## config.mk

```make
export PLATFORM = sky130hd
export DESIGN_NAME = feedback_packet_spacing_adjuster_core
export DESIGN_NICKNAME = d
export VERILOG_FILES = /design/src/sv/fpsa_pkg.sv /design/src/sv/fpsa_update.sv /design/src/sv/feedback_packet_spacing_adjuster_core.sv
export SDC_FILE = /design/constraint.sdc
export NUM_CORES = 2
export LEC_CHECK = 0
export BUFFER_PORTS_ARGS = -buffer_cell sky130_fd_sc_hd__clkbuf_2
export CORE_ASPECT_RATIO = 2
export CORE_MARGIN = 2
export CORE_UTILIZATION = 30
export DETAILED_ROUTE_END_ITERATION = 10
export GPL_TIMING_DRIVEN = 0
export PLACE_DENSITY = 0.52
export SYNTH_ARGS = -nofsm -noshare
export SYNTH_HDL_FRONTEND = slang
export SYNTH_SLANG_ARGS = --single-unit
```

## constraint.sdc

```tcl
create_clock -name clk_i -period 16.35 [get_ports clk_i]
set_input_delay 1.635 -clock clk_i [delete_from_list [all_inputs] [get_ports clk_i]]
set_output_delay 1.635 -clock clk_i [all_outputs]
set_load 0.1 [all_outputs]
```

## src/sv/fpsa_pkg.sv

```systemverilog
// Package for the feedback packet spacing adjuster: codes, request types and defaults.
package fpsa_pkg;

  // Default fixed-point format of the running spacing (Q24.16).
  localparam int FracBitsDef = 16;
  localparam int IntBitsDef  = 24;

  // Field widths of the external requests and the configuration port.
  localparam int SpacingW = 40;
  localparam int QueueW   = 32;
  localparam int RateW    = 32;
  localparam int CfgDataW = 40;
  localparam int CfgIdxW  = 1;
  localparam int ModeW    = 3;

  // Feedback message kinds.
  typedef enum logic [1:0] {
    ActClear  = 2'd0,
    ActSlow   = 2'd1,
    ActFast   = 2'd2,
    ActIgnore = 2'd3
  } action_e;

  // Adjustment rules; the codes above ModeHold behave like hold.
  typedef enum logic [ModeW-1:0] {
    ModeLinear = 3'd0,
    ModeMult   = 3'd1,
    ModeDiff   = 3'd2,
    ModeTau    = 3'd3,
    ModeHold   = 3'd4
  } adjust_mode_e;

  // Configuration register indexes.
  typedef enum logic [CfgIdxW-1:0] {
    CfgAdjustMode   = 1'b0,
    CfgStartSpacing = 1'b1
  } cfg_idx_e;

  // Incoming feedback request.
  typedef struct packed {
    action_e                   action;
    logic signed [QueueW-1:0]  queue_difference;
    logic signed [RateW-1:0]   client_rate;
  } req_in_t;

  // Outgoing result request.
  typedef struct packed {
    logic [SpacingW-1:0] spacing_out;
    logic                clear_seen;
  } req_out_t;

endpackage

```

## src/sv/fpsa_update.sv

```systemverilog
// Combinational next-spacing computation for one feedback request.
module fpsa_update #(
  parameter int FRAC_BITS = fpsa_pkg::FracBitsDef,
  parameter int INT_BITS  = fpsa_pkg::IntBitsDef
) (
  input  logic [INT_BITS+FRAC_BITS-1:0] spacing_i,
  input  fpsa_pkg::adjust_mode_e        mode_i,
  input  fpsa_pkg::req_in_t             req_i,
  output logic [INT_BITS+FRAC_BITS-1:0] spacing_o
);
  import fpsa_pkg::*;

  localparam int W      = INT_BITS + FRAC_BITS;
  localparam int KW     = FRAC_BITS + 2;
  localparam int TauW   = ((W > RateW - 1 + FRAC_BITS) ? W : RateW - 1 + FRAC_BITS) + 2;
  localparam int TauHiW = TauW - FRAC_BITS;
  localparam int PrdW   = QueueW + KW;
  localparam int SumA   = (W + 1 > PrdW) ? W + 1 : PrdW;
  localparam int SumW   = ((SumA > TauW) ? SumA : TauW) + 2;
  localparam int LoW    = FRAC_BITS + KW;
  localparam int K11HiW = INT_BITS + KW;
  localparam int TauPW  = TauHiW + KW;

  // Coefficients rounded to nearest at the fraction point.
  localparam logic [KW-1:0] K11   = KW'((11 * (1 << FRAC_BITS) + 5) / 10);
  localparam logic [KW-1:0] K15   = KW'((3 * (1 << FRAC_BITS)) / 2);
  localparam logic [KW-1:0] K1m   = KW'(((1 << FRAC_BITS) + 500) / 1000);
  localparam logic [KW-1:0] K100u = KW'(((1 << FRAC_BITS) + 5000) / 10000);
  localparam logic [KW-1:0] K15m  = KW'((15 * (1 << FRAC_BITS) + 500) / 1000);

  localparam logic [LoW-1:0]         HalfLo = LoW'(1) << (FRAC_BITS - 1);
  localparam logic signed [SumW-1:0] OneS   = SumW'(1) << FRAC_BITS;
  localparam logic signed [SumW-1:0] MaxS   = SumW'({W{1'b1}});

  logic [QueueW-1:0]       abs_d;
  logic [PrdW-1:0]         small_p;
  logic [PrdW-1:0]         diff_p;
  logic [K11HiW-1:0]       k11_hi;
  logic [LoW-1:0]          k11_lo;
  logic [SumW-1:0]         k11_prod;
  logic signed [TauW-1:0]  tau;
  logic                    tau_neg;
  logic [TauW-1:0]         tau_mag;
  logic [TauPW-1:0]        tau_hi;
  logic [LoW-1:0]          tau_lo;
  logic [SumW-1:0]         tau_prod;
  logic signed [SumW-1:0]  tau_term;
  logic signed [SumW-1:0]  s_ext;
  logic signed [SumW-1:0]  small_s;
  logic signed [SumW-1:0]  sum;

  // Magnitude of the queue difference; the most negative code maps to 2^31.
  assign abs_d = req_i.queue_difference[QueueW-1] ? QueueW'(-req_i.queue_difference)
                                                  : QueueW'(req_i.queue_difference);
  assign small_p = PrdW'(abs_d) * PrdW'(K100u);
  assign diff_p  = PrdW'(abs_d) * PrdW'(K1m);

  // Spacing times 1.1, rounded half up, split into integer and fraction parts.
  assign k11_hi   = K11HiW'(spacing_i[W-1:FRAC_BITS]) * K11HiW'(K11);
  assign k11_lo   = LoW'(spacing_i[FRAC_BITS-1:0]) * LoW'(K11) + HalfLo;
  assign k11_prod = SumW'(k11_hi) + SumW'(k11_lo >> FRAC_BITS);

  // Tau is the spacing minus the scaled client rate.
  assign tau     = $signed(TauW'(spacing_i))
                 - ($signed(TauW'($signed(req_i.client_rate))) <<< FRAC_BITS);
  assign tau_neg = tau[TauW-1];
  assign tau_mag = tau_neg ? TauW'(-tau) : TauW'(tau);

  // Tau times 0.015 on its magnitude, rounded half away from zero.
  assign tau_hi   = TauPW'(tau_mag[TauW-1:FRAC_BITS]) * TauPW'(K15m);
  assign tau_lo   = LoW'(tau_mag[FRAC_BITS-1:0]) * LoW'(K15m) + HalfLo;
  assign tau_prod = SumW'(tau_hi) + SumW'(tau_lo >> FRAC_BITS);
  assign tau_term = tau_neg ? -$signed(tau_prod) : $signed(tau_prod);

  assign s_ext   = $signed(SumW'(spacing_i));
  assign small_s = $signed(SumW'(small_p));

  // Rule selection by message kind and mode.
  always_comb begin
    sum = s_ext;
    case (req_i.action)
      ActSlow: begin
        case (mode_i)
          ModeLinear: sum = s_ext + OneS;
          ModeMult:   sum = $signed(k11_prod);
          ModeDiff:   sum = s_ext + $signed(SumW'(diff_p));
          ModeTau:    sum = s_ext + small_s - tau_term;
          default:    sum = s_ext;
        endcase
      end
      ActFast: begin
        case (mode_i)
          ModeLinear: sum = s_ext - OneS;
          ModeMult:   sum = s_ext - $signed(SumW'(K15));
          ModeDiff:   sum = s_ext - small_s;
          ModeTau:    sum = s_ext - small_s + tau_term;
          default:    sum = s_ext;
        endcase
      end
      default: sum = s_ext;
    endcase
  end

  // Range check: non-positive becomes 1.0, overflow saturates.
  always_comb begin
    if (sum <= 0) begin
      spacing_o = W'(OneS);
    end else if (sum > MaxS) begin
      spacing_o = {W{1'b1}};
    end else begin
      spacing_o = sum[W-1:0];
    end
  end

endmodule

```

## src/sv/feedback_packet_spacing_adjuster_core.sv

```systemverilog
// Top level of the feedback packet spacing adjuster: request pipeline, state and configuration.
//
//  Channel  | Direction | Handshake                    | Payload
//  ---------+-----------+------------------------------+----------------------------
//  in       | input     | in_valid_i / in_ready_o      | in_req_i (req_in_t)
//  out      | output    | out_valid_o / out_ready_i    | out_req_o (req_out_t)
//  cfg      | input     | cfg_we_i (no wait)           | cfg_idx_i, cfg_wdata_i
//
// A request accepted into the input register passes through the spacing update, a single
// pass of constant multiplies and adds, into the result register once that register is free
// or being taken; the result then waits in the result register until it is taken.
// A new request can be accepted every cycle while the result side is not stalled.
// Reset loads the spacing with 1.0, clears the clear flag and selects the linear rule.
// A stalled result holds the pipeline; the input register still takes a request while
// the result register is waiting to be taken, as long as the input register is empty.
module feedback_packet_spacing_adjuster_core #(
  parameter int FRAC_BITS = fpsa_pkg::FracBitsDef,
  parameter int INT_BITS  = fpsa_pkg::IntBitsDef
) (
  input  logic                          clk_i,
  input  logic                          rst_ni,
  input  logic                          in_valid_i,
  output logic                          in_ready_o,
  input  fpsa_pkg::req_in_t             in_req_i,
  output logic                          out_valid_o,
  input  logic                          out_ready_i,
  output fpsa_pkg::req_out_t            out_req_o,
  input  logic                          cfg_we_i,
  input  logic [fpsa_pkg::CfgIdxW-1:0]  cfg_idx_i,
  input  logic [fpsa_pkg::CfgDataW-1:0] cfg_wdata_i
);
  import fpsa_pkg::*;

  localparam int W    = INT_BITS + FRAC_BITS;
  localparam int ExtW = (W > SpacingW) ? W : SpacingW;
  localparam logic [W-1:0] OneQ = W'(1) << FRAC_BITS;

  logic         in_valid_q;
  req_in_t      in_q;
  logic         out_valid_q;
  req_out_t     out_q;
  logic [W-1:0] spacing_q;
  logic [W-1:0] spacing_d;
  logic         clear_q;
  logic         clear_d;
  adjust_mode_e mode_q;
  logic         advance;
  logic         in_accept;
  logic [ExtW-1:0] cfg_ext;
  logic [ExtW-1:0] spc_ext;

  // Pipeline control.
  assign advance    = in_valid_q && (!out_valid_q || out_ready_i);
  assign in_ready_o = !in_valid_q || advance;
  assign in_accept  = in_valid_i && in_ready_o;

  // Next state from the request in the input register.
  fpsa_update #(
    .FRAC_BITS(FRAC_BITS),
    .INT_BITS (INT_BITS)
  ) u_update (
    .spacing_i(spacing_q),
    .mode_i   (mode_q),
    .req_i    (in_q),
    .spacing_o(spacing_d)
  );

  assign clear_d = clear_q || (in_q.action == ActClear);

  // Width adaptation between the spacing and the 40-bit fields.
  assign cfg_ext = ExtW'(cfg_wdata_i);
  assign spc_ext = ExtW'(spacing_d);

  // Input register valid.
  always_ff @(posedge clk_i or negedge rst_ni) begin
    if (!rst_ni) begin
      in_valid_q <= 1'b0;
    end else if (in_accept) begin
      in_valid_q <= 1'b1;
    end else if (advance) begin
      in_valid_q <= 1'b0;
    end
  end

  // Input register payload.
  always_ff @(posedge clk_i) begin
    if (in_accept) begin
      in_q <= in_req_i;
    end
  end

  // Result register valid.
  always_ff @(posedge clk_i or negedge rst_ni) begin
    if (!rst_ni) begin
      out_valid_q <= 1'b0;
    end else if (advance) begin
      out_valid_q <= 1'b1;
    end else if (out_ready_i) begin
      out_valid_q <= 1'b0;
    end
  end

  // Result register payload.
  always_ff @(posedge clk_i) begin
    if (advance) begin
      out_q.spacing_out <= spc_ext[SpacingW-1:0];
      out_q.clear_seen  <= clear_d;
    end
  end

  // Running spacing, clear flag and mode; configuration writes take priority.
  always_ff @(posedge clk_i or negedge rst_ni) begin
    if (!rst_ni) begin
      spacing_q <= OneQ;
      clear_q   <= 1'b0;
      mode_q    <= ModeLinear;
    end else if (cfg_we_i) begin
      case (cfg_idx_e'(cfg_idx_i))
        CfgAdjustMode:   mode_q    <= adjust_mode_e'(cfg_wdata_i[ModeW-1:0]);
        CfgStartSpacing: spacing_q <= cfg_ext[W-1:0];
        default:         mode_q    <= mode_q;
      endcase
    end else if (advance) begin
      spacing_q <= spacing_d;
      clear_q   <= clear_d;
    end
  end

  assign out_valid_o = out_valid_q;
  assign out_req_o   = out_q;

endmodule

```

# Word-level counts from Yosys, hierarchy flattened
# Index checks and enable logic that the tools add are counted.
# op_classes
eq_ne	6
addsub	16
n_mux	15
magnitude_cmp	2
n_reduce_logical	15
bitwise_logic	2
n_mul	6
# op_table
op	n
52-bit one-hot mux with 4 select lines	2
40-bit two-way mux	5
52-bit one-hot mux with 2 select lines	1
40-bit by 17-bit subtractor with 41-bit output (second input constant)	2
52-bit adder	1
52-bit by 41-bit > comparator with 1-bit output (second input constant)	1
52-bit by 1-bit less-or-equal comparator with 1-bit output (second input constant)	1
52-bit two-way mux	1
52-bit negator	1
52-bit subtractor	1
49-bit two-way mux	1
49-bit negator	1
41-bit by 48-bit subtractor with 49-bit output	1
43-bit by 18-bit adder with 44-bit output	1
33-bit by 10-bit multiplier with 43-bit output (second input constant)	1
41-bit by 18-bit adder with 42-bit output	1
40-bit by 17-bit adder with 41-bit output (second input constant)	1
40-bit by 35-bit adder with 41-bit output	1
40-bit by 39-bit adder with 41-bit output	1
40-bit by 35-bit subtractor with 41-bit output	1
24-bit by 16-bit multiplier with 40-bit output (second input constant)	1
32-bit by 6-bit multiplier with 38-bit output (second input constant)	1
32-bit by 3-bit multiplier with 35-bit output (second input constant)	1
33-bit by 16-bit adder with 34-bit output (second input constant)	1
other kinds (19)	32
# word_totals
wordCells	72
in_bits	112
out_inout_bits	43
register_bits	153

# Logic depth before layout (Yosys ltp)
# depth
ltp_word	16
mapped_depth	83
ltp_nobuf	77

# By module
# Synthesis repeated with hierarchy kept, for this count alone.
# hier_totals
hier_cells	6269
hier_area_um2	53447.5
# modules_own_cells
module	cells_each	seq_area_each_um2	n_inst	area_per_inst_um2
fpsa_update	6012	0.0	1	47793.3
feedback_packet_spacing_adjuster_core	257	4365.4	1	5654.2

# Worst setup path before layout
# No wires, ideal clock.
# synth_timing
path_kind	register to register
startpoint	reg spacing_q[16]
endpoint	reg out_q (netlist bit out_req_o[10]) (data pin)
slack_ps	-1359
period_less_slack_ps	17709
setup_time_ps	258
path_buffers	7
t_required_ps	16092
t_arrival_ps	17451
stages_incl_launch_ff	78
cell_sequence	dfstp_2 > clkbuf_1 > inv_1 > ha_1 > inv_1 > fa_1 > a211oi_1 > o21ai_0 > nand4_1 > nand3_1 > a31oi_1 > o21ai_0 > a21bo_2 > a31o_2 > buf_2 > clkbuf_1 > buf_1 > a21oi_1 > (+42 left out) > nand2_1 > o21ai_0 > a21o_1 > a21oi_1 > o21ai_0 > or4_1 > a31oi_1 > o31ai_1 > a221oi_1 > xnor2_1 > a2111o_1 > o311ai_0 > a31oi_1 > o31a_1 > buf_6 > nand2_1 > buf_2 > nand2_1
# synth_between
elab_chain_len	13
word_cells_on_any_way	26
classes_between	14 x add/sub; 3 x mul; 2 x order compare; 7 x mux
# synth_lines
element	line	source
start, declared	feedback_packet_spacing_adjuster_core.sv:42	logic [W-1:0] spacing_q;
start signal, assigned	feedback_packet_spacing_adjuster_core.sv:114	spacing_q <= OneQ;
start signal, assigned	feedback_packet_spacing_adjuster_core.sv:120	CfgStartSpacing: spacing_q <= cfg_ext[W-1:0];
start signal, assigned	feedback_packet_spacing_adjuster_core.sv:124	spacing_q <= spacing_d;
41-bit by 48-bit subtractor with 49-bit output	fpsa_update.sv:65	- ($signed(TauW'($signed(req_i.client_rate))) <<< FRAC_BITS);
49-bit negator or 49-bit two-way mux (tied branches)	fpsa_update.sv:67	assign tau_mag = tau_neg ? TauW'(-tau) : TauW'(tau);
49-bit two-way mux or 16-bit by 10-bit multiplier with 26-bit output (tied branches)	fpsa_update.sv:67, fpsa_update.sv:71	
33-bit by 10-bit multiplier with 43-bit output or 26-bit by 16-bit adder with 27-bit output (tied branches)	fpsa_update.sv:70, fpsa_update.sv:71	
43-bit by 18-bit adder with 44-bit output	fpsa_update.sv:72	assign tau_prod = SumW'(tau_hi) + SumW'(tau_lo >> FRAC_BITS);
52-bit negator	fpsa_update.sv:73	assign tau_term = tau_neg ? -$signed(tau_prod) : $signed(tau_prod);
52-bit two-way mux	fpsa_update.sv:73	
52-bit adder or 52-bit subtractor (tied branches)	fpsa_update.sv:96, fpsa_update.sv:87	
52-bit one-hot mux with 4 select lines (on tied branches)	fpsa_update.sv:92, fpsa_update.sv:83	
52-bit one-hot mux with 2 select lines *	fpsa_update.sv:81	case (req_i.action)
52-bit by 41-bit > comparator with 1-bit output	fpsa_update.sv:108	end else if (sum > MaxS) begin
40-bit two-way mux	fpsa_update.sv:108	
40-bit two-way mux *	fpsa_update.sv:106	if (sum <= 0) begin
net spacing_d[9]	feedback_packet_spacing_adjuster_core.sv:43	logic [W-1:0] spacing_d;
end, declared	feedback_packet_spacing_adjuster_core.sv:41	req_out_t out_q;
# The timed path passes the listed nets; every way through them passes the cells marked *.
# A chain may end at the register's enable or synchronous reset.

# Final worst setup path
# layout_timing
startpoint	reg spacing_q[20]
endpoint	reg out_q (netlist bit out_req_o[3]) (data pin)
# Same word-level chain as after synthesis.

==> impl_results.md <==
- Crit path top cell by count: fa_1
- Crit path arrival time: 18070 ps
- Worst Reg2Reg Path Length in Cells: 73
- Hold wc startpoint: clear_q
- Remaining antenna violation count after routing: 0
- Final Cycle Share: 109%
- Worst-Margin Slew: 1620 ps
- Tmin final: roughly 18000 ps
- Largest net degree at the start of global routing: 51
- Yosys reg bits: approximately 150
- Port Buffers: 152
- Hold path cells: 1
- Total track usage: 24.0%
- Top post-synthesis cells by area: ha_1 23%, fa_1 18%, inv_1 7.4%
- Worst r2r src: spacing_q[20]
- Slew Limit Fails: 11
- Syn Inst Count: 6432
- # setup viols final: 80
- Status: complete, but fails checks
- Worst Setup Start Kind: flop
- Maxcap violations: 1
- Remaining DRCs: 54
- Share of layout cells above drive strength 1: 11.6%
- Worst setup margin: -1440 ps
- GPL Wtd Cong: roughly 1
- Die Footprint: 0.182 sq mm
- DR pass1 iterations: 11
- Number of synthesis warnings: 0
- Area growth from synthesis to layout: 15.3%
- Number of global-route vias before repair: about 51000
- Clock latency on the worst-skew pair: roughly 540 ps
- Syn Area/Cell: approximately 8.3 sq um
- Core area: approximately 0.18 sq mm
- Die width: 303 um
- CP Max Fanout: 14
- Starting density of the core: roughly 30%
- EDFF count, synth: 107
- Clk pin slew, worst setup/hold paths: around 80 ps
- CTS tree: built
- Grt total ovfl: 0
- CTS max path bufs: 2
- Nets: between 8000 and 9000
- Slew HR: -7.72%
- Post-synthesis cell type count: about 100
- Global-route wire length before repair: roughly 320000 um
- Delay of the slowest cell on the worst path: 650 ps
- Fin. Hold Viols: 0
- I/O pin cnt: about 160
- Worst setup EP type: flop
- Mapped Area: ~0.054 sq mm
- CTS Root Cell: clkbuf_16
- Initial antenna violation count: 4
- Slowest CP cell: dfrtp_2
- CTS buffer count: 17
- RSZ-0062 raised after global routing: true
- Via density: between 5 and 6
- Die Ht: ~600 um
- CTS H-tree depth: 4
- WHS Endpoint: clear_q
- WHS: between 400 and 500 ps
- Vias post-DR: 49100
- Area leader, netlist: ha_1
- DP HPWL: 186000 um
- R2R Setup Slk: -1440 ps
- Drt total wl: about 220000 um
- Wire per inst: 24.3 um
- Violated checks: design-rule violations, max-capacitance violations, max-slew violations, negative setup slack
- Worst flop-to-flop path endpoint: out_req_o[3]
- Crit path kind: flop to flop
- Post-synthesis sequential area ratio: 8.14%
- DR iter-0 viols: between 2000 and 3000
- Min-delay worst type: flop to flop
- # clock sinks: 153
- Fmax: 0.0562 GHz
- Asr flop ratio synth: between 30% and 40%
- Synth top area share: a little under a quarter
- # rows: between 200 and 250
- Post-route clock skew: ~29 ps
- Crit path required time: approximately 17000 ps
- Dominant synthesized flop cell: edfxtp_1
[metal layers]
layer	global-route usage [%]	wire length, um	vias up
li1	-	-	22900
met1	24.6	77300	24200
met2	44.5	116000	1470
met3	2.23	8480	585
met4	17.8	19500	0
met5	0	0	-
[Yosys cell counts, types with 59 or more instances]
| library cell | number |
|---|---|
| a21oi_1 | 406 |
| clkbuf_1 | 120 |
| o21ai_0 | 295 |
| nand3_1 | 128 |
| fa_1 | 493 |
| a211oi_1 | 59 |
| and3_1 | 66 |
| o21a_1 | 62 |
| nor3_1 | 126 |
| edfxtp_1 | 107 |
| xor2_1 | 145 |
| inv_1 | 1056 |
| nand2b_1 | 76 |
| a31oi_1 | 74 |
| nand2_1 | 327 |
| xnor2_1 | 374 |
| ha_1 | 974 |
| nor2_1 | 400 |
| a21o_1 | 159 |
[through the flow]
| stage | instance area (sq um) | utilization, % | TNS [ps] | std cells | setup slack [ps] |
|---|---|---|---|---|---|
| 2_1_floorplan | 54000 | - | 0 | 6439 | 2.23 |
| 3_3_place_gp | 57600 | 32.4 | -483320 | 8911 | -6180 |
| 3_5_place_dp | 57700 | 32.5 | -408470 | 8916 | -5290 |
| 4_1_cts | 60400 | 34.0 | -116490 | 9033 | -1660 |
| 5_1_grt | 61800 | 34.7 | -142470 | 9082 | -1850 |
| 6_report | 61800 | 34.7 | -108670 | 9086 | -1440 |
[cell usage in the layout, fill, tap and decap left out, types with 28 or more instances in the layout]
| cell | instances |
|---|---|
| nor3_1 | 115 |
| nand3_1 | 125 |
| clkbuf_16 | 29 |
| ha_1 | 951 |
| o21ai_0 | 275 |
| xnor2_1 | 340 |
| a21oi_1 | 355 |
| clkbuf_2 | 152 |
| o21bai_1 | 48 |
| nand2_1 | 295 |
| a211o_1 | 29 |
| a211oi_1 | 46 |
| edfxtp_1 | 107 |
| nand3b_1 | 49 |
| fa_1 | 492 |
| o22ai_1 | 29 |
| dfrtp_1 | 33 |
| clkbuf_1 | 111 |
| or2_2 | 28 |
| or3_1 | 41 |
| a21o_1 | 158 |
| and2_1 | 33 |
| o21a_1 | 59 |
| xor2_1 | 137 |
| inv_1 | 1036 |
| o31ai_1 | 42 |
| nand4_1 | 43 |
| and3_1 | 64 |
| o211ai_1 | 37 |
| nor2_1 | 378 |
| a31oi_1 | 68 |
| a21oi_2 | 45 |
| buf_4 | 115 |
| nor2b_1 | 54 |
| nand2b_1 | 70 |
[state kept, by name, summed over array words and instances (netlist names)]
register / flops
clear_q: 1
out_req_o: 41
out_valid_o: 1
in_q: 66
spacing_q: 40
mode_q: 3
in_valid_q: 1
[critical path, delay by kind of cell, from the launching register on]
family | cells | cell delay [ps]
xor gates and xnor gates | 2 | 650
buffers and inverters | 19 | 2260
adders and majority gates | 12 | 5260
DFF | 1 | 650
and+or+nand+nor | 12 | 2990
AOI/OAI and AO/OA | 28 | 5600
[worst max path at each step]
stage	slack [ps]	from	depth (start not counted)	endpoint
2_1_floorplan	2	spacing_q[16]	76	spacing_q[17]
3_3_place_gp	-6180	spacing_q[16]	70	out_req_o[20]
3_5_place_dp	-5290	spacing_q[16]	74	out_req_o[7]
4_1_cts	-1660	spacing_q[16]	76	out_req_o[29]
5_1_grt	-1850	spacing_q[16]	80	out_req_o[3]
6_report	-1440	spacing_q[20]	73	out_req_o[3]
[cells by family after synthesis]
group           after synthesis  synth area share (%)
compound gates             1545                  19.0
simple gates               1519                  14.3
fa+ha+maj                  1469                  41.2
buf+inv                    1209                  8.56
xor+xnor                    520                  8.51
flops                       153                  8.14
mux                          16                 0.306
other cells                   1               0.00700
[final cells by class]
cell class              instances  area [sq um]
plain buffers                 142           825
diodes                          5          12.5
multi-input cells            5077         46900
well taps                    2320          2900
inverters                    1060          3990
clock buffers                  20           468
fillers                     18600        116000
flip-flops and latches        153          4400
clock inverters                12           128
repair buffers                297          2150
[timing repair]
item                                    CTS  global route
hold buffers                              0             0
gates cloned                              3             6
pin swaps                               143           105
buffers inserted                         87            44
endpoints found under the setup margin   80            80
resized for setup                       294           189
Power is not shown: default switching activity piles up to over one toggle a cycle in this logic, so the estimate is an artifact.
